$ cat src/sv/self_shrinking_bit_packer_assert.svh
// ---------------------------------------------------------------------------
// self-shrinking bit packer assertion macros
// shared concurrent check forms, clocked on the rising edge, held off in reset
// ---------------------------------------------------------------------------
`ifndef SELF_SHRINKING_BIT_PACKER_ASSERT_SVH
`define SELF_SHRINKING_BIT_PACKER_ASSERT_SVH

// property that must hold at every edge outside reset
`define SSBP_ASSERT(lbl, clk_s, rst_s, prop) \
  lbl: assert property (@(posedge clk_s) disable iff (rst_s) (prop)) \
    else $error("ssbp check failed");

// overlapping implication outside reset
`define SSBP_ASSERT_IMPLY(lbl, clk_s, rst_s, ante, cons) \
  lbl: assert property (@(posedge clk_s) disable iff (rst_s) (ante) |-> (cons)) \
    else $error("ssbp implication failed");

// next-cycle implication outside reset
`define SSBP_ASSERT_NEXT(lbl, clk_s, rst_s, ante, cons) \
  lbl: assert property (@(posedge clk_s) disable iff (rst_s) (ante) |=> (cons)) \
    else $error("ssbp next-cycle check failed");

`endif

$ cat src/sv/ssbp_pkg.sv
// ---------------------------------------------------------------------------
// ssbp_pkg
// shared constants, types and the self-shrinking byte rule
// ---------------------------------------------------------------------------
`default_nettype none

package ssbp_pkg;

  localparam int WORD_W    = 64;
  localparam int BYTE_W    = 8;
  localparam int MAX_LANES = WORD_W / BYTE_W;
  // lanes in use, from the low byte up; 1 to MAX_LANES
  localparam int LANES     = 8;
  localparam int CARRY_W   = 7;
  localparam int CCOUNT_W  = 3;
  localparam int KEEP_W    = 4;            // kept bits per byte, at most
  localparam int KCOUNT_W  = 3;            // 0..4
  localparam int MAX_BYTES = 4;
  localparam int NBYTES_W  = 3;            // 0..4
  localparam int BIDX_W    = 2;
  localparam int STREAM_W  = CARRY_W + KEEP_W * MAX_LANES;  // 39
  localparam int POS_W     = 6;            // holds 0..39

  typedef struct packed {
    logic [KEEP_W-1:0]   bits;
    logic [KCOUNT_W-1:0] count;
  } lane_res_t;

  typedef struct packed {
    logic [MAX_BYTES-1:0][BYTE_W-1:0] bytes;
    logic [NBYTES_W-1:0]              nbytes;
  } merge_res_t;

  // four pairs, lowest first; a pair with its upper bit set keeps its lower bit
  function automatic lane_res_t shrink_byte(input logic [BYTE_W-1:0] b);
    lane_res_t r;
    r.bits  = '0;
    r.count = '0;
    for (int p = 0; p < 4; p++) begin
      if (b[2*p+1]) begin
        r.bits[r.count[1:0]] = b[2*p];
        r.count = r.count + 3'd1;
      end
    end
    return r;
  endfunction

endpackage

`default_nettype wire

$ cat src/sv/ssbp_word_if.sv
// ---------------------------------------------------------------------------
// ssbp_word_if
// input channel: one raw 64-bit source word per beat
// ---------------------------------------------------------------------------
`default_nettype none

interface ssbp_word_if
  import ssbp_pkg::*;
  ();
  logic              valid;
  logic              ready;
  logic [WORD_W-1:0] source_word;

  modport source (output valid, output source_word, input ready);
  modport sink   (input valid, input source_word, output ready);
endinterface

`default_nettype wire

$ cat src/sv/ssbp_byte_if.sv
// ---------------------------------------------------------------------------
// ssbp_byte_if
// output channel: one packed byte and its last-of-word mark per beat
// ---------------------------------------------------------------------------
`default_nettype none

interface ssbp_byte_if
  import ssbp_pkg::*;
  ();
  logic              valid;
  logic              ready;
  logic [BYTE_W-1:0] out_byte;
  logic              last_of_run;

  modport source (output valid, output out_byte, output last_of_run, input ready);
  modport sink   (input valid, input out_byte, input last_of_run, output ready);
endinterface

`default_nettype wire

$ cat src/sv/ssbp_lane.sv
// ---------------------------------------------------------------------------
// ssbp_lane
// one lane: self-shrinking rule on one byte of the source word
// ---------------------------------------------------------------------------
`default_nettype none

module ssbp_lane
  import ssbp_pkg::*;
(
  input  logic [BYTE_W-1:0] byte_in,
  output lane_res_t         res
);

  assign res = shrink_byte(byte_in);

endmodule

`default_nettype wire

$ cat src/sv/ssbp_merge.sv
// ---------------------------------------------------------------------------
// ssbp_merge
// joins lane results behind the carry bits, cuts whole bytes, keeps the rest
// ---------------------------------------------------------------------------
`default_nettype none

`include "self_shrinking_bit_packer_assert.svh"

module ssbp_merge
  import ssbp_pkg::*;
(
  input  logic       clk,
  input  logic       rst,
  input  lane_res_t  lanes [LANES],
  input  logic       fire,
  output merge_res_t res
);

  logic [CARRY_W-1:0]  carry_bits;
  logic [CCOUNT_W-1:0] carry_count;
  logic [CARRY_W-1:0]  carry_bits_next;
  logic [POS_W-1:0]    pos [LANES];
  logic [POS_W-1:0]    total;
  logic [STREAM_W-1:0] stream;
  logic [STREAM_W-1:0] rest;

  // bit offset of each lane in the joined stream
  always_comb begin
    pos[0] = POS_W'(carry_count);
    for (int i = 1; i < LANES; i++) begin
      pos[i] = pos[i-1] + POS_W'(lanes[i-1].count);
    end
    total = pos[LANES-1] + POS_W'(lanes[LANES-1].count);
  end

  // lane bits land at independent offsets; bits above each count are zero
  always_comb begin
    stream = STREAM_W'(carry_bits);
    for (int i = 0; i < LANES; i++) begin
      stream = stream | (STREAM_W'(lanes[i].bits) << pos[i]);
    end
  end

  assign rest            = stream >> {total[POS_W-1:3], 3'b000};
  assign carry_bits_next = rest[CARRY_W-1:0];

  always_comb begin
    for (int k = 0; k < MAX_BYTES; k++) begin
      res.bytes[k] = stream[k*BYTE_W +: BYTE_W];
    end
    res.nbytes = total[POS_W-1:3];
  end

  always_ff @(posedge clk) begin
    if (rst) begin
      carry_bits  <= '0;
      carry_count <= '0;
    end else if (fire) begin
      carry_bits  <= carry_bits_next;
      carry_count <= total[2:0];
    end
  end

  `SSBP_ASSERT(a_carry_clean, clk, rst, (carry_bits >> carry_count) == 7'd0)
  `SSBP_ASSERT_NEXT(a_carry_count, clk, rst, fire, carry_count == $past(total[2:0]))
  `SSBP_ASSERT_NEXT(a_carry_hold, clk, rst, !fire, $stable(carry_bits) && $stable(carry_count))

endmodule

`default_nettype wire

$ cat src/sv/ssbp_outbuf.sv
// ---------------------------------------------------------------------------
// ssbp_outbuf
// holds the bytes of one word and hands them out one beat at a time
// ---------------------------------------------------------------------------
`default_nettype none

`include "self_shrinking_bit_packer_assert.svh"

module ssbp_outbuf
  import ssbp_pkg::*;
(
  input  logic               clk,
  input  logic               rst,
  input  logic               load,
  input  merge_res_t         res,
  output logic               free,
  ssbp_byte_if.source        out_ch
);

  logic [MAX_BYTES-1:0][BYTE_W-1:0] obuf;
  logic                             obuf_valid;
  logic [BIDX_W-1:0]                oidx;
  logic [BIDX_W-1:0]                olast;
  logic                             pop;
  logic [NBYTES_W-1:0]              last_idx;

  assign pop      = obuf_valid && out_ch.ready;
  assign free     = !obuf_valid || (pop && (oidx == olast));
  assign last_idx = res.nbytes - NBYTES_W'(1);

  assign out_ch.valid       = obuf_valid;
  assign out_ch.out_byte    = obuf[oidx];
  assign out_ch.last_of_run = (oidx == olast);

  always_ff @(posedge clk) begin
    if (rst) begin
      obuf_valid <= 1'b0;
      oidx       <= '0;
      olast      <= '0;
    end else if (load) begin
      obuf_valid <= 1'b1;
      oidx       <= '0;
      olast      <= last_idx[BIDX_W-1:0];
    end else if (pop) begin
      if (oidx == olast) begin
        obuf_valid <= 1'b0;
        oidx       <= '0;
      end else begin
        oidx <= oidx + BIDX_W'(1);
      end
    end
  end

  always_ff @(posedge clk) begin
    if (load) begin
      obuf <= res.bytes;
    end
  end

  `SSBP_ASSERT_IMPLY(a_empty_idx, clk, rst, !obuf_valid, oidx == 2'd0)
  `SSBP_ASSERT_NEXT(a_step, clk, rst, pop && (oidx != olast),
                    obuf_valid && (oidx == $past(oidx) + 2'd1))
  `SSBP_ASSERT_NEXT(a_after_last, clk, rst, pop && (oidx == olast),
                    !obuf_valid || (oidx == 2'd0))

endmodule

`default_nettype wire

$ cat src/sv/self_shrinking_bit_packer.sv
// ---------------------------------------------------------------------------
// self_shrinking_bit_packer
// self-shrinking rule over a 64-bit word, kept bits packed into bytes
// ---------------------------------------------------------------------------
// usage:
//   words        : sink channel, one 64-bit source word per beat
//   packed_bytes : source channel, one byte per beat, last_of_run set on the
//                  final byte a word produced; a word may produce no byte
// path: a taken word passes the lane register, then the merge loads the output
//   buffer when it is free, and the buffer then hands over its first byte
// flow: a word yielding bytes waits until the output buffer is free, and the
//   one-byte output channel sets the word rate; words yielding no byte pass
//   without waiting, even while bytes are pending
// stalls: the output buffer holds its bytes while packed_bytes.ready is low;
//   the lane register holds the next word, so a new word is taken at the
//   edge where the buffer hands over its final byte
// reset: synchronous rst empties both stages and clears the carry buffer
// ---------------------------------------------------------------------------
`default_nettype none

module self_shrinking_bit_packer
  import ssbp_pkg::*;
(
  input  logic        clk,
  input  logic        rst,
  ssbp_word_if.sink   words,
  ssbp_byte_if.source packed_bytes
);

  lane_res_t  lane_res [LANES];   // lane outputs straight from the input beat
  lane_res_t  s1_lanes [LANES];   // registered lane results
  logic       s1_valid;
  merge_res_t merged;
  logic       buf_free;
  logic       fire;
  logic       load;

  // one lane per byte in use, lowest byte first
  for (genvar i = 0; i < LANES; i++) begin : g_lane
    ssbp_lane u_lane (
      .byte_in (words.source_word[i*BYTE_W +: BYTE_W]),
      .res     (lane_res[i])
    );
  end

  // merge fires when its bytes have a place, or when there are none
  assign fire        = s1_valid && (buf_free || (merged.nbytes == NBYTES_W'(0)));
  assign load        = fire && (merged.nbytes != NBYTES_W'(0));
  assign words.ready = !s1_valid || fire;

  always_ff @(posedge clk) begin
    if (rst) begin
      s1_valid <= 1'b0;
    end else if (words.ready) begin
      s1_valid <= words.valid;
    end
  end

  // lane results need no reset, s1_valid guards them
  always_ff @(posedge clk) begin
    if (words.valid && words.ready) begin
      s1_lanes <= lane_res;
    end
  end

  ssbp_merge u_merge (
    .clk   (clk),
    .rst   (rst),
    .lanes (s1_lanes),
    .fire  (fire),
    .res   (merged)
  );

  ssbp_outbuf u_outbuf (
    .clk    (clk),
    .rst    (rst),
    .load   (load),
    .res    (merged),
    .free   (buf_free),
    .out_ch (packed_bytes)
  );

endmodule

`default_nettype wire

$ cat src/flat_wrapper.sv
// flat-port wrapper written by rule: the top's interface ports become plain ports
module self_shrinking_bit_packer_flat import ssbp_pkg::*;
  (clk, rst, words_valid, words_source_word, words_ready, packed_bytes_valid, packed_bytes_out_byte, packed_bytes_last_of_run, packed_bytes_ready);
  ssbp_word_if words_i ();
  ssbp_byte_if packed_bytes_i ();
  input  logic clk;
  input  logic rst;
  input wire logic [$bits(words_i.valid)-1:0] words_valid;
  input wire logic [$bits(words_i.source_word)-1:0] words_source_word;
  output wire logic [$bits(words_i.ready)-1:0] words_ready;
  output wire logic [$bits(packed_bytes_i.valid)-1:0] packed_bytes_valid;
  output wire logic [$bits(packed_bytes_i.out_byte)-1:0] packed_bytes_out_byte;
  output wire logic [$bits(packed_bytes_i.last_of_run)-1:0] packed_bytes_last_of_run;
  input wire logic [$bits(packed_bytes_i.ready)-1:0] packed_bytes_ready;
  assign words_i.valid = words_valid;
  assign words_i.source_word = words_source_word;
  assign words_ready = words_i.ready;
  assign packed_bytes_valid = packed_bytes_i.valid;
  assign packed_bytes_out_byte = packed_bytes_i.out_byte;
  assign packed_bytes_last_of_run = packed_bytes_i.last_of_run;
  assign packed_bytes_i.ready = packed_bytes_ready;
  self_shrinking_bit_packer u_core (.clk(clk), .rst(rst), .words(words_i), .packed_bytes(packed_bytes_i));
endmodule
$ cat config.mk
export PLATFORM = sky130hd
export DESIGN_NAME = self_shrinking_bit_packer_flat
export DESIGN_NICKNAME = d
export VERILOG_FILES = /design/src/sv/ssbp_pkg.sv /design/src/sv/ssbp_word_if.sv /design/src/sv/ssbp_byte_if.sv /design/src/sv/ssbp_lane.sv /design/src/sv/ssbp_merge.sv /design/src/sv/ssbp_outbuf.sv /design/src/sv/self_shrinking_bit_packer.sv /design/src/flat_wrapper.sv
export VERILOG_INCLUDE_DIRS = /design/src /design/src/sv
export SDC_FILE = /design/constraint.sdc
export NUM_CORES = 1
export LEC_CHECK = 0
export BUFFER_PORTS_ARGS = -buffer_cell sky130_fd_sc_hd__buf_2
export CORE_AREA = 10 10 142 144
export DETAILED_ROUTE_END_ITERATION = 6
export DIE_AREA = 0 0 152 154
export PLACE_DENSITY = 0.87
export SLEW_MARGIN = 10
export SYNTH_ARGS = -nofsm -noshare
export SYNTH_HDL_FRONTEND = slang
export SYNTH_SLANG_ARGS = --single-unit
$ cat constraint.sdc
create_clock -name clk -period 28.9 [get_ports clk]
set_clock_uncertainty 0.05 [all_clocks]
set_input_delay 2.89 -clock clk [delete_from_list [all_inputs] [get_ports clk]]
set_output_delay 2.89 -clock clk [all_outputs]
set_load 0.02 [all_outputs]
Word-level counts from Yosys, hierarchy flattened:

Index checks and enable logic that the tools add are counted.

* $add $sub $neg: 34
* $mul: 0
* divide/modulo/power cells: 0
* order comparisons: 49
* equality and inequality tests: 1
* shift-type cells: 9
* multiplexer cells: 110
* bitwise logic cells: 8
* reduce and logical (&&, ||, !) cells: 40

Operator list (number)
* $or 39x39->39: 7
* $shl 4x6->39: 7
* $mux 7: 24
* $bwmux 4: 24
* $lt 2x3->1 const B: 25
* $add 3x1->3 const B: 24
* $demux 1 s2: 24
* $ge 2x1->1 const B: 24
* $add 6x3->6: 7
* $or 7x39->39: 1
* $shl 4x3->39: 1
* $shr 39x6->7: 1
* $mux 4: 8
* $logic_and 1x1->1: 29
* $mux 1: 27
* $bmux 8 s2: 1
* $mux 8: 1
* $add 3x3->4: 1
* $reduce_bool 2->1: 2
* $logic_not 3->1: 1
* $logic_or 1x1->1: 3
* $reduce_bool 3->1: 1
* $add 2x1->2 const B: 1
* $eq 2x2->1: 1
* 5 further kinds: 6

* register bits after elaboration: 104
* latch bits: 0
* RAM bits: 0
* ROM bits: 0
* input bits: 68
* output and inout port bits: 11
* word-level logic and storage cells: 277
* memories kept: 0

Longest topological paths before layout:

Gate-level depths: netlist of the first run.

* depth after elaboration: 19
* depth in mapped cells: 38
* gate-level depth less buffers: 34

By module:

From an unflattened synthesis of the first run, not the netlist that was laid out.

* cell total of the unflattened synthesis: 1483
* area, all modules: 12667.1 sq um

Modules (own cells, without submodules)
* ssbp_merge: instances 1, cells an instance 986, area an instance 6556.3 sq um, seq. area each 200.2 sq um
* ssbp_lane at u_core.g_lane[0].u_lane ...: instances 7, cells an instance 45, area an instance 369.1 sq um, seq. area each 0.0 sq um
* self_shrinking_bit_packer: instances 1, cells an instance 67, area an instance 1765.4 sq um, seq. area each 1701.6 sq um
* ssbp_outbuf: instances 1, cells an instance 70, area an instance 1422.6 sq um, seq. area each 1061.0 sq um
* ssbp_lane at u_core.g_lane[7].u_lane: instances 1, cells an instance 45, area an instance 339.1 sq um, seq. area each 0.0 sq um

Worst setup path after synthesis of the first run:

OpenSTA, ideal clock, no wires.

* kind: register to output
* start: reg u_core.s1_lanes[49] (netlist bit)
* end: out words_ready
* arrival: 9.569 ns
* data required time: 25.960 ns
* setup slack: 16.391 ns
* cell stages (with the launch flop): 35
* buffers on the path: 4
* cell sequence: edfxtp_1 -> ha_1 -> fa_1 -> xnor2_1 -> inv_2 -> ha_1 -> xor2_1 -> clkinv_1 -> ha_1 -> buf_6 -> xor2_1 -> inv_1 -> clkbuf_1 -> ha_1 -> xor2_1 -> inv_1 -> clkbuf_1 -> ha_1 -> xnor2_1 -> inv_2 -> ha_1 -> xor2_1 -> clkinv_1 -> ha_1 -> xor2_1 -> clkinv_1 -> ha_1 -> a21oi_1 -> nor2_1 -> o2bb2ai_1 -> nand2_1 -> xnor2_1 -> buf_2 -> nand2_1 -> nand4_1

* word-level cells in the longest chain between the ends: 12

Ends and longest elaborated chain
* start, declared: line self_shrinking_bit_packer.sv:31 `lane_res_t s1_lanes [LANES];`
* start signal, assigned: line self_shrinking_bit_packer.sv:62 `s1_lanes <= lane_res;`
* $add 3x3->4: line ssbp_merge.sv:31 `pos[i] = pos[i-1] + POS_W'(lanes[i-1].count);`
* $add 6x3->6 (6 in series): line ssbp_merge.sv:31
* $add 6x3->6: line ssbp_merge.sv:33 `total = pos[LANES-1] + POS_W'(lanes[LANES-1].count);`
* $logic_not 3->1: line self_shrinking_bit_packer.sv:47 `assign fire = s1_valid && (buf_free || (merged.nbytes == NBYTES_W'(0)));`
* $logic_or 1x1->1: line self_shrinking_bit_packer.sv:47
* $logic_and 1x1->1: line self_shrinking_bit_packer.sv:47
* $logic_or 1x1->1: line self_shrinking_bit_packer.sv:49 `assign words.ready = !s1_valid || fire;`
* end, declared: line flat_wrapper.sv:10 `output wire logic [$bits(words_i.ready)-1:0] words_ready;`

Every way passes these cells.

Worst setup path in the final report of the first run:

* start: reg u_core.u_merge.carry_count[0]
* end: out words_ready

* word-level cells in the longest chain between the ends: 12

Ends and longest elaborated chain
* start, declared: line ssbp_merge.sv:20 `logic [CCOUNT_W-1:0] carry_count;`
* start signal, assigned: line ssbp_merge.sv:60 `carry_count <= total[2:0];`
* $add 3x3->4: line ssbp_merge.sv:31
* $add 6x3->6 (6 in series): line ssbp_merge.sv:31
* $add 6x3->6: line ssbp_merge.sv:33
* $logic_not 3->1: line self_shrinking_bit_packer.sv:47
* $logic_or 1x1->1: line self_shrinking_bit_packer.sv:47
* $logic_and 1x1->1: line self_shrinking_bit_packer.sv:47
* $logic_or 1x1->1: line self_shrinking_bit_packer.sv:49

Every way passes these cells.

==> results.json, run 1 <==
{
  "outcome": "complete, but fails checks",
  "failing_checks": "design-rule violations",
  "postSynthAreaPerCell_um2": 8.20,
  "setup_viol": 0,
  "io_buffers": 78,
  "synth_most_common_cell": "sky130_fd_sc_hd__nand2_1",
  "synth.top_cells.by_count": "182 x sky130_fd_sc_hd__nand2_1, 127 x sky130_fd_sc_hd__nor2_1, 88 x sky130_fd_sc_hd__edfxtp_1",
  "globalRouteOverflowTotal": 0,
  "syn-num-nets": 1577,
  "postLayoutCoreUtil": 0.720,
  "detailedRoute.firstIterationViolations": 1805,
  "n_fill_cell": 1303,
  "postLayoutSetupSlackWorst_ns": 13.00,
  "worst_setup_hold_path_clk_slew_ns": 0.08,
  "rsz_0062_raised_after_global_routing": "false",
  "timing_worst_slew_pin_value_ns": 1.22,
  "slowest_stage": "sky130_fd_sc_hd__xnor2_1",
  "synth-seq-cells": 104,
  "place.detailed.hpwl_mm": 32.6,
  "post_cts_buffers": 0,
  "ctsResizeCount": 0,
  "die-width_um": 152,
  "clock_buffers_created_by_tritoncts": 9,
  "totalNegativeSetupSlack_ns": 0,
  "vias_per_cell": 7.37,
  "post-route-period-util": 0.550,
  "max_slew_margin": 0.186,
  "critical_path_class": "flop to primary output",
  "dp_slack_ns": 13.78,
  "total_of_warnings_raised_by_yosys": 0,
  "slew_viol_final": 0,
  "antenna_found_initial": 0,
  "critPathCaptureType": "primary output",
  "rows": 48,
  "postRouteWirelength_mm": 41.4,
  "cts_tree": "done",
  "worst_hold_path_class": "flop to flop",
  "post-synth-top-area-fraction": 0.227,
  "synth_top_cells_by_area": "sky130_fd_sc_hd__edfxtp_1 23%, sky130_fd_sc_hd__ha_1 8.9%, sky130_fd_sc_hd__nand2_1 5.9%",
  "gp_congestion": 1.08,
  "cap_violations": 0,
  "num_vias": 12300,
  "grt_start_max_net_pins": 57,
  "synth_edf_count": 88,
  "clock_latency_ns": 0.38,
  "tritoncts_num_sinks": 104,
  "setup.worst_path.start_class": "flop",
  "areaGrowthSynthToFinish_pct": 6.34,
  "antenna_cells_inserted": 0,
  "cp_data_required_time_ns": 25.96,
  "detail_route.drc_violations": 9,
  "first_global_vias": 11500,
  "cts-root-buf": "sky130_fd_sc_hd__clkbuf_16",
  "wire_per_inst_um": 24.7,
  "layout-drive-gt1-share": 0.126,
  "synthesis.area_mm2": 0.0116,
  "fmax_mhz": 62.9,
  "seq_area_frac_synth": 0.255,
  "postSynth.topFlopCell": "sky130_fd_sc_hd__edfxtp_1",
  "hold_slack_ns": 0.471,
  "synth-async-reset-ratio": 0,
  "postRouteAntennaNets": 0,
  "hold_violations": 0,
  "design.die.area_mm2": 0.0234,
  "path_max_fanout": 14,
  "dominant_cell_type_by_count_on_the_critical_path": "sky130_fd_sc_hd__ha_1",
  "cts.hold.buffers_added": 0,
  "grt_util_all_layers": 0.334,
  "yosys.area.top_type": "sky130_fd_sc_hd__edfxtp_1",
  "top_level_ports": 79,
  "post_synth_inst_count": 1418,
  "finalCriticalPeriod_ns": 15.90,
  "crit_path_max_incr_delay_ns": 0.75,
  "drt_first_pass_iters": 7,
  "worst_ep_arrival_time_ns": 12.96,
  "cts-root-to-sink-buffers": 2,
  "final_nets": 1601,
  "cts.htree.levels": 3,
  "global_route_wire_length_before_repair_mm": 64.0,
  "floorplan.core_area_mm2": 0.0172,
  "dieHeight_um": 154,
  "synth.lib_cells_used.distinct": 92,
  "start_util": 0.677
}
## state kept, by name, indices dropped and copies added (netlist names)
name	count
u_core.u_merge.carry_count	3
u_core.u_outbuf.olast	2
u_core.s1_lanes	56
u_core.u_outbuf.oidx	2
u_core.s1_valid	1
u_core.u_merge.carry_bits	7
u_core.u_outbuf.obuf	32
u_core.u_outbuf.out_ch.valid	1
## layout by cell type (no fill, tap or decap), types with 25 or more instances in the layout
cell	netlist	layout
sky130_fd_sc_hd__o21ai_0	80	80
sky130_fd_sc_hd__edfxtp_1	88	88
sky130_fd_sc_hd__buf_2	12	78
sky130_fd_sc_hd__a21oi_1	81	81
sky130_fd_sc_hd__nor3_1	38	38
sky130_fd_sc_hd__mux2i_1	31	31
sky130_fd_sc_hd__nor2_1	127	127
sky130_fd_sc_hd__xnor2_1	28	27
sky130_fd_sc_hd__nand3_1	61	61
sky130_fd_sc_hd__ha_1	83	83
sky130_fd_sc_hd__inv_1	74	74
sky130_fd_sc_hd__o221ai_1	25	25
sky130_fd_sc_hd__a221oi_1	37	37
sky130_fd_sc_hd__nand2_1	182	182
## through the flow
stage                     cell area, um2  instances
after floorplan                    11600       1418
after global placement             12100       1656
after detailed placement           12100       1656
after CTS                          12400       1672
after global routing               12400       1672
final                              12400       1672
## final timing paths
| check | cells after the start | from | slack, ns | end |
|---|---|---|---|---|
| max | 31 | u_core.u_merge.carry_count[0] | 13.00 | words_ready |
| min | 2 | u_core.u_outbuf.olast[1] | 0.47 | u_core.u_outbuf.olast[1] |
| max reg2reg | 32 | u_core.u_merge.carry_count[0] | 14.99 | u_core.u_outbuf.olast[0] |
| min reg2reg | 2 | u_core.u_outbuf.olast[1] | 0.47 | u_core.u_outbuf.olast[1] |
## worst max-delay path, delay by kind of cell, from the launching register on
kind	cells	cell delay, ns
XOR/XNOR	8	4.49
adder cells (fa/ha/maj)	9	3.90
buffers and inverters	8	2.44
AO/OA/AOI/OAI	2	0.72
AND/OR/NAND/NOR	4	0.57
flip-flops	1	0.45
## cell type report
cell class | instances | area (um2) | share of cell area
clock buffer | 9 | 225 | 0.0182
clock inverter | 7 | 86.3 | 0.00698
inverter | 80 | 300 | 0.0243
multi-input combinational | 1159 | 8050 | 0.651
sequential | 104 | 2960 | 0.240
tap | 225 | 282 | 0.0228
timing repair buffer | 88 | 465 | 0.0376
## layer usage
layer,global-route usage,wire (um),up-vias,share of wire
li1,-,-,5448,-
met2,0.517,18000,962,0.44
met5,0,0,-,0
met1,0.426,16100,5733,0.39
met4,0.150,1920,0,0.046
met3,0.0921,5300,177,0.13
## cells by family (layout without fill, tap and decap cells)
| family | Yosys count | after routing | synth area share |
|---|---|---|---|
| simple gates | 514 | 514 | 0.205 |
| fa+ha+maj | 91 | 91 | 0.103 |
| compound gates | 449 | 449 | 0.280 |
| buf+inv | 155 | 184 | 0.0549 |
| xor+xnor | 51 | 51 | 0.0458 |
| mux | 54 | 54 | 0.0567 |
| flops | 104 | 104 | 0.255 |
Power of run 1 is not shown: default switching activity piles up to over one toggle a cycle in this logic, so the estimate is an artifact.
==> inputs of run 2 (changes only) <==
--- a/config.mk
+++ b/config.mk
@@ -7,10 +7,10 @@
 export NUM_CORES = 1
 export LEC_CHECK = 0
 export BUFFER_PORTS_ARGS = -buffer_cell sky130_fd_sc_hd__buf_2
-export CORE_AREA = 10 10 142 144
+export CORE_AREA = 10 10 147 149
 export DETAILED_ROUTE_END_ITERATION = 6
-export DIE_AREA = 0 0 152 154
-export PLACE_DENSITY = 0.87
+export DIE_AREA = 0 0 157 159
+export PLACE_DENSITY = 0.82
 export SLEW_MARGIN = 10
 export SYNTH_ARGS = -nofsm -noshare
 export SYNTH_HDL_FRONTEND = slang
==> constraint.sdc (replaced) <==
create_clock -name clk -period 15.9 [get_ports clk]
set_clock_uncertainty 0.05 [all_clocks]
set_input_delay 1.59 -clock clk [delete_from_list [all_inputs] [get_ports clk]]
set_output_delay 1.59 -clock clk [all_outputs]
set_load 0.02 [all_outputs]
==> run 2 against run 1 <==
Sequential share of layout area is 0.055 points lower. The run now ends clean. Highest routed layer is now met5. Via count fell by 3.4%. Non-clock buffer count rose by 3. Die area up 6.6%. Largest cell class unchanged. Critical path depth unchanged. Clock-buffer cell count did not move. Routed wire length decreased by 4.1%. Utilization is 5.3 points lower. Design area is 0.23% higher.
==> results.json, run 2 (same netlist as run 1, synthesis figures left out) <==
{
  "outcome": "finished clean",
  "hold_violations": 0,
  "clock_buffers_created_by_tritoncts": 9,
  "rr_worst_depth": 32,
  "largest-register": "u_core.s1_lanes",
  "vias_per_cell": 7.06,
  "detailedRoute.firstIterationViolations": 1806,
  "highest_count_cells_in_the_layout_ignoring_fill_and_taps": "182 x sky130_fd_sc_hd__nand2_1, 127 x sky130_fd_sc_hd__nor2_1, 88 x sky130_fd_sc_hd__edfxtp_1, 83 x sky130_fd_sc_hd__ha_1, 81 x sky130_fd_sc_hd__a21oi_1",
  "cp.buffers_inverters": 8,
  "worst_setup_hold_path_clk_slew_ns": 0.08,
  "largest_register_ff_count": 56,
  "fmax_mhz": 67.6,
  "grt_util_all_layers": 0.310,
  "num_vias": 11900,
  "min_path_cells": 2,
  "setup_viol": 0,
  "io_buffers": 78,
  "cts-root-to-sink-buffers": 2,
  "hold_slack_ns": 0.471,
  "gp_congestion": 1.10,
  "timing_worst_slew_pin_value_ns": 1.15,
  "layout-drive-gt1-share": 0.128,
  "floorplan.core_area_mm2": 0.0186,
  "start_util": 0.626,
  "critPathCaptureType": "primary output",
  "largestRegisters": "u_core.s1_lanes (56), u_core.u_outbuf.obuf (32), u_core.u_merge.carry_bits (7)",
  "globalRouteOverflowTotal": 0,
  "path_max_fanout": 14,
  "path_delay_family": "XOR/XNOR gates",
  "placed_area_mm2": 0.0121,
  "top_level_ports": 79,
  "place.detailed.hpwl_mm": 31.5,
  "cp_num_cells": 31,
  "worst_hold_path_class": "flop to flop",
  "post_cts_buffers": 0,
  "global_route_wire_length_before_repair_mm": 61.6,
  "tritoncts_num_sinks": 104,
  "placed_cells": 1668,
  "instances_no_fill": 1685,
  "critical_path_class": "flop to primary output",
  "rsz_0062_raised_after_global_routing": "false",
  "crit_path_max_incr_delay_ns": 0.82,
  "cap_violations": 0,
  "postLayoutCellArea_mm2": 0.0124,
  "cts.htree.levels": 3,
  "wire_per_inst_um": 23.5,
  "first_global_vias": 11000,
  "slowest_stage": "sky130_fd_sc_hd__xnor2_1",
  "max_slew_margin": 0.235,
  "dominant_cell_type_by_count_on_the_critical_path": "sky130_fd_sc_hd__ha_1",
  "areaGrowthSynthToFinish_pct": 6.58,
  "cts.hold.buffers_added": 0,
  "cts_tree": "done",
  "grt_start_max_net_pins": 57,
  "die-width_um": 157,
  "design.die.area_mm2": 0.0250,
  "rows": 50,
  "final_nets": 1604,
  "ctsResizeCount": 0,
  "finalCriticalPeriod_ns": 14.79,
  "slew_viol_final": 0,
  "cts-root-buf": "sky130_fd_sc_hd__clkbuf_16",
  "setup.worst_path.start_class": "flop",
  "worst_ep_arrival_time_ns": 13.15,
  "post-route-period-util": 0.930,
  "final_common_cell": "sky130_fd_sc_hd__nand2_1",
  "dieHeight_um": 159,
  "antenna_found_initial": 1,
  "drt_first_pass_iters": 7,
  "cp_data_required_time_ns": 14.26,
  "clock_latency_ns": 0.38,
  "totalNegativeSetupSlack_ns": 0,
  "detail_route.drc_violations": 0,
  "postRouteAntennaNets": 0,
  "postRouteWirelength_mm": 39.7
}
-- run 2: changes by cell type in the layout (fill, tap and decap cells not counted), sizes merged --
cell,before,now
clkinv,8,7
buf,88,91
inv,79,80
diode,0,1
-- run 2: worst reg2reg max path, delay by kind of cell (launching register included) --
family	cells	cell delay (ns)
adder cells (fa/ha/maj)	10	4.25
AO/OA/AOI/OAI	3	1.40
flip-flops	1	0.43
XOR/XNOR	8	4.78
buffers and inverters	8	2.53
AND/OR/NAND/NOR	3	0.53
-- run 2: metal layers --
layer  global-route usage  part of all wire  up-vias  routed length (um)
li1                     -                 -     5440                   -
met1                0.428              0.41     5491               16300
met2                0.455              0.43      820               16900
met3               0.0766              0.12      150                4910
met4                0.115             0.040        2                1590
met5                    0           0.00040        -                  16
-- run 2: through the flow --
step | worst slack, ns | util
2_1_floorplan | 4.45 | -
3_3_place_gp | 2.49 | 0.650
3_5_place_dp | 1.95 | 0.650
4_1_cts | 1.51 | 0.667
5_1_grt | 0.164 | 0.667
6_report | 1.11 | 0.667
-- run 2: final timing paths --
kind | to | startpoint | slack (ns)
min reg2reg | u_core.u_outbuf.olast[1] | u_core.u_outbuf.olast[1] | 0.47
min | u_core.u_outbuf.olast[1] | u_core.u_outbuf.olast[1] | 0.47
max | words_ready | u_core.u_merge.carry_count[0] | 1.11
max reg2reg | u_core.u_outbuf.oidx[1] | u_core.u_merge.carry_count[0] | 1.80
-- run 2: layout make-up --
| cell class | count | area [um2] |
|---|---|---|
| diodes | 1 | 2.50 |
| clock buffers | 9 | 225 |
| clock inverters | 7 | 86.3 |
| fillers | 1587 | 6180 |
| inverters | 80 | 300 |
| multi-input cells | 1159 | 8040 |
| flip-flops and latches | 104 | 2960 |
| well taps | 234 | 293 |
| repair buffers | 91 | 488 |
Power of run 2 is left out for the same reason.
